===== config.mk =====
export PLATFORM = sky130hd
export DESIGN_NAME = sha1_stream_hash
export DESIGN_NICKNAME = d
export VERILOG_FILES = /design/src/hw/rtl/sha1_pkg.sv /design/src/hw/rtl/sha1_round.sv /design/src/hw/rtl/sha1_stream_hash.sv
export SDC_FILE = /design/constraint.sdc
export NUM_CORES = 2
export LEC_CHECK = 0
export ABC_CLOCK_PERIOD_IN_PS = 46500
export BUFFER_PORTS_ARGS = -buffer_cell sky130_fd_sc_hd__buf_2
export CAP_MARGIN = 25
export CORE_MARGIN = 2
export CORE_UTILIZATION = 65
export DETAILED_ROUTE_END_ITERATION = 6
export PLACE_DENSITY = 0.82
export SYNTH_ARGS = -nofsm -noshare
export SYNTH_HDL_FRONTEND = slang
export SYNTH_HIERARCHICAL = 1
export SYNTH_SLANG_ARGS = --single-unit

===== constraint.sdc =====
create_clock -name clk -period 46.5 [get_ports clk]
set_input_delay 2.325 -clock clk [delete_from_list [all_inputs] [get_ports clk]]
set_output_delay 2.325 -clock clk [all_outputs]
set_load 0.03 [all_outputs]

===== src/hw/rtl/sha1_pkg.sv =====
package sha1_pkg;

  typedef struct packed {
    logic [31:0] a;
    logic [31:0] b;
    logic [31:0] c;
    logic [31:0] d;
    logic [31:0] e;
  } sha1_vars_t;

  localparam int BLOCK_BITS = 512;
  localparam int ROUNDS     = 80;
  localparam int DIGEST_WDS = 5;

  localparam sha1_vars_t H_INIT = {
    32'h67452301, 32'hEFCDAB89, 32'h98BADCFE, 32'h10325476, 32'hC3D2E1F0
  };

  localparam logic [31:0] K_0 = 32'h5A827999;
  localparam logic [31:0] K_1 = 32'h6ED9EBA1;
  localparam logic [31:0] K_2 = 32'h8F1BBCDC;
  localparam logic [31:0] K_3 = 32'hCA62C1D6;

  localparam logic [7:0] PAD_MARK = 8'h80;

endpackage


===== src/hw/rtl/sha1_round.sv =====
module sha1_round (
  input  sha1_pkg::sha1_vars_t        vars,
  input  logic [6:0]                  rnd,
  input  logic [sha1_pkg::BLOCK_BITS-1:0] sched,
  output sha1_pkg::sha1_vars_t        vars_nxt,
  output logic [sha1_pkg::BLOCK_BITS-1:0] sched_nxt
);
  import sha1_pkg::*;

  logic [31:0] w0, w2, w8, w13, w_new, f, k, tmp;

  // schedule line holds w[t..t+15], w[t] in the top word
  assign w0  = sched[BLOCK_BITS-1    -: 32];
  assign w2  = sched[BLOCK_BITS-1-64 -: 32];
  assign w8  = sched[BLOCK_BITS-1-256 -: 32];
  assign w13 = sched[BLOCK_BITS-1-416 -: 32];

  always_comb begin
    w_new = w13 ^ w8 ^ w2 ^ w0;
    w_new = {w_new[30:0], w_new[31]};
    if (rnd < 7'd20) begin
      f = (vars.b & vars.c) | (~vars.b & vars.d);
      k = K_0;
    end else if (rnd < 7'd40) begin
      f = vars.b ^ vars.c ^ vars.d;
      k = K_1;
    end else if (rnd < 7'd60) begin
      f = (vars.b & vars.c) | (vars.b & vars.d) | (vars.c & vars.d);
      k = K_2;
    end else begin
      f = vars.b ^ vars.c ^ vars.d;
      k = K_3;
    end
    tmp = {vars.a[26:0], vars.a[31:27]} + f + vars.e + k + w0;
    vars_nxt.a = tmp;
    vars_nxt.b = vars.a;
    vars_nxt.c = {vars.b[1:0], vars.b[31:2]};
    vars_nxt.d = vars.c;
    vars_nxt.e = vars.d;
    sched_nxt  = {sched[BLOCK_BITS-33:0], w_new};
  end

endmodule


===== src/hw/rtl/sha1_stream_hash.sv =====
// SHA-1 over a byte stream. Each input transaction carries one message byte
// (in_tuser high) and/or marks the end of the message (in_tlast high). The
// byte that completes a 64-byte block is followed by a busy period (80 rounds
// through one shared round unit, then the chaining add). An end transaction
// pads one byte per cycle up to the length field, appends the 8 length bytes
// one per cycle, compresses one or two blocks and then presents the digest as
// five output transactions, word 0 first, out_tlast on word 4. in_tready is
// low while the block finished by a block-completing byte is compressed, and
// from an end marker until the last digest word is taken, after which the
// hash state is back at its initial values.
module sha1_stream_hash (
  input  logic        clk,
  input  logic        rst_n,
  input  logic        in_tvalid,
  output logic        in_tready,
  input  logic [7:0]  in_tdata,   // [7:0] message_byte
  input  logic        in_tuser,   // [0] byte_present
  input  logic        in_tlast,   // end_of_message
  output logic        out_tvalid,
  input  logic        out_tready,
  output logic [31:0] out_tdata,  // [31:0] digest_word
  output logic [2:0]  out_tuser,  // [2:0] word_index
  output logic        out_tlast   // last_word
);
  import sha1_pkg::*;

  localparam logic [2:0] S_IDLE = 3'd0;
  localparam logic [2:0] S_PAD  = 3'd1;
  localparam logic [2:0] S_LEN  = 3'd2;
  localparam logic [2:0] S_RND  = 3'd3;
  localparam logic [2:0] S_ADD  = 3'd4;
  localparam logic [2:0] S_OUT  = 3'd5;

  logic [2:0]            st_r, st_nxt;
  logic [5:0]            pos_r, pos_nxt;
  logic [63:0]           len_r, len_nxt;
  logic [BLOCK_BITS-1:0] blk_r, blk_nxt;
  sha1_vars_t            h_r, h_nxt;
  sha1_vars_t            v_r, v_nxt;
  logic [6:0]            rnd_r, rnd_nxt;
  logic                  fin_r, fin_nxt;
  logic                  lenblk_r, lenblk_nxt;
  logic                  mark_r, mark_nxt;
  logic [2:0]            oidx_r, oidx_nxt;

  sha1_vars_t            v_rnd;
  logic [BLOCK_BITS-1:0] blk_rnd;
  logic [7:0]            len_byte;

  sha1_round u_round (
    .vars      (v_r),
    .rnd       (rnd_r),
    .sched     (blk_r),
    .vars_nxt  (v_rnd),
    .sched_nxt (blk_rnd)
  );

  assign in_tready  = (st_r == S_IDLE);
  assign out_tvalid = (st_r == S_OUT);
  assign out_tdata  = h_r.a;
  assign out_tuser  = oidx_r;
  assign out_tlast  = (oidx_r == 3'(DIGEST_WDS - 1));

  // big-endian length byte for block position 56 + k
  assign len_byte = len_r[{~pos_r[2:0], 3'b111} -: 8];

  always_comb begin
    st_nxt     = st_r;
    pos_nxt    = pos_r;
    len_nxt    = len_r;
    blk_nxt    = blk_r;
    h_nxt      = h_r;
    v_nxt      = v_r;
    rnd_nxt    = rnd_r;
    fin_nxt    = fin_r;
    lenblk_nxt = lenblk_r;
    mark_nxt   = mark_r;
    oidx_nxt   = oidx_r;
    case (st_r)
      S_IDLE: begin
        if (in_tvalid && (in_tuser || in_tlast)) begin
          fin_nxt  = in_tlast;
          mark_nxt = 1'b1;
          if (in_tuser) begin
            blk_nxt = {blk_r[BLOCK_BITS-9:0], in_tdata};
            len_nxt = len_r + 64'd8;
            pos_nxt = pos_r + 6'd1;
          end
          if (in_tuser && pos_r == 6'd63) begin
            st_nxt  = S_RND;
            v_nxt   = h_r;
            rnd_nxt = '0;
          end else if (in_tlast) begin
            st_nxt = S_PAD;
          end
        end
      end
      S_PAD: begin
        blk_nxt  = {blk_r[BLOCK_BITS-9:0], (mark_r ? PAD_MARK : 8'h00)};
        mark_nxt = 1'b0;
        pos_nxt  = pos_r + 6'd1;
        if (pos_r == 6'd55) begin
          st_nxt = S_LEN;
        end else if (pos_r == 6'd63) begin
          st_nxt  = S_RND;
          v_nxt   = h_r;
          rnd_nxt = '0;
        end
      end
      S_LEN: begin
        blk_nxt = {blk_r[BLOCK_BITS-9:0], len_byte};
        pos_nxt = pos_r + 6'd1;
        if (pos_r == 6'd63) begin
          st_nxt     = S_RND;
          lenblk_nxt = 1'b1;
          v_nxt      = h_r;
          rnd_nxt    = '0;
        end
      end
      S_RND: begin
        v_nxt   = v_rnd;
        blk_nxt = blk_rnd;
        rnd_nxt = rnd_r + 7'd1;
        if (rnd_r == 7'(ROUNDS - 1)) begin
          st_nxt = S_ADD;
        end
      end
      S_ADD: begin
        h_nxt.a = h_r.a + v_r.a;
        h_nxt.b = h_r.b + v_r.b;
        h_nxt.c = h_r.c + v_r.c;
        h_nxt.d = h_r.d + v_r.d;
        h_nxt.e = h_r.e + v_r.e;
        if (lenblk_r) begin
          st_nxt   = S_OUT;
          oidx_nxt = '0;
        end else if (fin_r) begin
          st_nxt = S_PAD;
        end else begin
          st_nxt = S_IDLE;
        end
      end
      S_OUT: begin
        if (out_tready) begin
          // rotate so the next word sits in the a slot
          h_nxt    = {h_r.b, h_r.c, h_r.d, h_r.e, h_r.a};
          oidx_nxt = oidx_r + 3'd1;
          if (oidx_r == 3'(DIGEST_WDS - 1)) begin
            st_nxt     = S_IDLE;
            h_nxt      = H_INIT;
            len_nxt    = '0;
            pos_nxt    = '0;
            fin_nxt    = 1'b0;
            lenblk_nxt = 1'b0;
          end
        end
      end
      default: begin
        st_nxt = S_IDLE;
      end
    endcase
  end

  always_ff @(posedge clk) begin
    if (!rst_n) begin
      st_r     <= S_IDLE;
      pos_r    <= '0;
      len_r    <= '0;
      h_r      <= H_INIT;
      rnd_r    <= '0;
      fin_r    <= 1'b0;
      lenblk_r <= 1'b0;
      mark_r   <= 1'b0;
      oidx_r   <= '0;
    end else begin
      st_r     <= st_nxt;
      pos_r    <= pos_nxt;
      len_r    <= len_nxt;
      h_r      <= h_nxt;
      rnd_r    <= rnd_nxt;
      fin_r    <= fin_nxt;
      lenblk_r <= lenblk_nxt;
      mark_r   <= mark_nxt;
      oidx_r   <= oidx_nxt;
    end
  end

  always_ff @(posedge clk) begin
    blk_r <= blk_nxt;
    v_r   <= v_nxt;
  end

endmodule


==> impl_metrics.env <==
export IMPL_status="completed"
export IMPL_grt_pass1_wl_mm=217
export IMPL_multi_input_area_um2=26300
export IMPL_seqCellArea_um2=25000
export IMPL_synth_top_cell_area_share=0.349
export IMPL_groute_usage_overall=0.309
export IMPL_ys_types=95
export IMPL_crit_fanout=22
export IMPL_nets=4859
export IMPL_power_density_nw_per_um2=34.3
export IMPL_hp_start="rnd_r[1]"
export IMPL_crit_type="flip-flop to flip-flop"
export IMPL_ctsResizeCount=0
export IMPL_swShare=0.253
export IMPL_hold_viol=0
export IMPL_synth_area_top_cells="edfxtp_1, mux2_2, dfxtp_1, buf_4, fa_1"
export IMPL_synth_most_common_cell="mux2_2"
export IMPL_drv_slew=0
export IMPL_routabilityCongestion=0.995
export IMPL_synth_largest_area_cell="edfxtp_1"
export IMPL_fin_cells=5771
export IMPL_area_delta_synth_final_pct=-0.349
export IMPL_first_pass_iters=5
export IMPL_ys_ff_latch=915
export IMPL_grt_max_degree=199
export IMPL_routed_wl_mm=141
export IMPL_die_w_um=302
export IMPL_drc=0
export IMPL_async_reset_ff_frac=0
export IMPL_synth_nets=5508
export IMPL_relSlewSlack=0.264
export IMPL_die_h_um=302
export IMPL_dp_cells=5589
export IMPL_rsz0062_at_grt="false"
export IMPL_critPathArrivalTime_ns=6.55
export IMPL_start_kind="flip-flop"
export IMPL_crit_start="rnd_r[3]"
export IMPL_n_fill_cell=6343
export IMPL_num_vias=37500
export IMPL_overflow=0
export IMPL_hold_ws_ns=0.493
export IMPL_via_per_inst=6.50
export IMPL_postRouteAntennaNets=0
export IMPL_drt_iter0_markers=4362
export IMPL_dpl_hpwl_mm=98.1
export IMPL_clock_skew_ns=0.0393
export IMPL_rows=109
export IMPL_io_buffers=51
export IMPL_power_net_switching_mw=0.499
export IMPL_cts_hold_buffers=0
export IMPL_rr_startpoint="rnd_r[3]"
export IMPL_pwr_share_seq=0.498
export IMPL_seq_area_frac_synth=0.433
export IMPL_ios=52
export IMPL_clkSlewWorstSetupHoldPaths_ns=0.07
export IMPL_cts_tree="built"
export IMPL_vdd_drop_max_mv=0.0321
export IMPL_max_freq_ghz=0.163
export IMPL_endpoint_kind="flip-flop"
export IMPL_ys_flop_type="edfxtp_1"
export IMPL_core_um2=88200
export IMPL_hold_class="flip-flop to flip-flop"
export IMPL_yosysWarnings=6
export IMPL_post_cts_buffers=0
export IMPL_wire_per_inst_um=24.5
export IMPL_final_min_clock_period_ns=6.12
export IMPL_insertion_delay_ns=0.69
export IMPL_crit_required_ns=46.93
export IMPL_total_power_mw=1.98
export IMPL_die_area_um2=91300
export IMPL_antenna_found_initial=1
export IMPL_numCtsBuffers=94
export IMPL_drive_above_1_share=0.217
export IMPL_start_util=0.655
export IMPL_grt_pass1_vias=36800
export IMPL_syn_inst=5172
export IMPL_combPwrFrac=0.108
export IMPL_cts_buffer_depth=3
export IMPL_synth_edf_count=672
export IMPL_root_buffer="clkbuf_16"
export IMPL_synthTopCellsByCount="mux2_2, edfxtp_1, buf_4"
export IMPL_tightest_slew_ns=1.10
export IMPL_finalCritPeriodShare=0.132
export IMPL_pwr_share_clk=0.394
export IMPL_drv_cap=0
export IMPL_p_leak_nw=22.0
export IMPL_h_tree_depth=3
export IMPL_avgSynthCellArea_um2=11.2
export IMPL_tns_ns=0
export IMPL_p_int_mw=1.48
export IMPL_finalSetupViolCount=0
export IMPL_clock_sinks=915
export IMPL_synth_area_um2=57800
-- metal layers --
layer  part of all wire  up-vias  global-route usage
met5           0.000064        -                   0
met1               0.40    18300               0.412
li1                   -    16800                   -
met4              0.058        2               0.162
met2               0.45     1896               0.479
met3              0.093      459              0.0625
-- metrics by stage --
| stage | setup slack, ns | instance area (um^2) | util |
|---|---|---|---|
| after floorplan | 6.87 | 57800 | - |
| after global placement | 39.96 | 54300 | 0.615 |
| after detailed placement | 40.02 | 54400 | 0.616 |
| after CTS | 40.49 | 57500 | 0.652 |
| after global routing | 40.07 | 57600 | 0.653 |
| final | 40.38 | 57600 | 0.653 |
-- worst max-delay path, cell delays in order (launching register included) --
cell and delay (ns):
dfxtp_1 0.38, a41oi_1 0.52, inv_1 0.18, nor2_2 0.17, buf_4 0.35, inv_1 0.39
o22ai_1 0.28, nor2_1 0.09, fa_1 0.48, inv_1 0.05, fa_1 0.49, inv_1 0.04
ha_1 0.37, a21o_1 0.21, a21o_1 0.18, a2111oi_0 0.40, nand3_1 0.22, a21oi_1 0.34
o31ai_1 0.15, a21oi_1 0.21, xnor2_1 0.09, mux2_2 0.26
-- sequential cells by signal (all words and copies together) (netlist names) --
name and cells:
blk_r 512, fin_r 1, h_r 128, len_r 61, lenblk_r 1, mark_r 1, out_tdata 32, out_tuser 3
pos_r 6, rnd_r 7, st_r 3, v_r 160
-- cell usage in the layout, fill, tap and decap left out, types with 20 or more instances in the layout --
cell type  count
buf_2         50
a21oi_1      215
dfxtp_1      243
mux2i_1       37
or3_1         37
and3_1        22
a211oi_1      41
xor2_1       123
nor3_1        67
a31oi_1       21
fa_1         125
ha_1         197
o21bai_1      34
o211ai_1      26
inv_1        226
edfxtp_1     672
nor2_1       303
a21o_1       102
nand3_1      110
mux2_2       674
nand4_1       29
xnor2_1      188
nand2_1      235
o21a_1        20
o221ai_1      24
a221oi_1      42
clkbuf_16     94
buf_4         44
o21ai_0      189
nand2b_1      26
o311ai_0      31
-- logic make-up after synthesis --
logic type	after synthesis	synth area share
fa+ha+maj	322	0.0859
xor+xnor	311	0.0471
buf+inv	1079	0.112
simple gates	919	0.0742
flops	915	0.433
mux	724	0.143
compound gates	902	0.104
-- area by class of cell --
cell class / instances / area share
multi-input combinational: 3178 / 0.457
inverter: 233 / 0.0153
sequential: 915 / 0.435
clock inverter: 56 / 0.0111
tap: 1165 / 0.0253
timing repair buffer: 101 / 0.0129
antenna: 1 / 0.0000434
clock buffer: 122 / 0.0439
-- power groups by stage --
stage | registers [mW] | logic, mW | clock network, mW
3_3_place_gp | 0.999 | 0.200 | 0
6_report | 0.985 | 0.214 | 0.778
4_1_cts | 0.986 | 0.210 | 0.782
5_1_grt | 0.990 | 0.234 | 0.813
2_1_floorplan | 1.03 | 0.217 | 0
3_5_place_dp | 1.00 | 0.207 | 0
-- final timing paths --
kind,cells past startpoint,end,slack (ns)
worst max-delay path,21,v_r[159],40.38
worst min-delay path,2,rnd_r[1],0.49
worst max register to register,21,v_r[159],40.38
worst min register to register,2,rnd_r[1],0.49
Note: power is estimated with default switching activity, not from simulation.
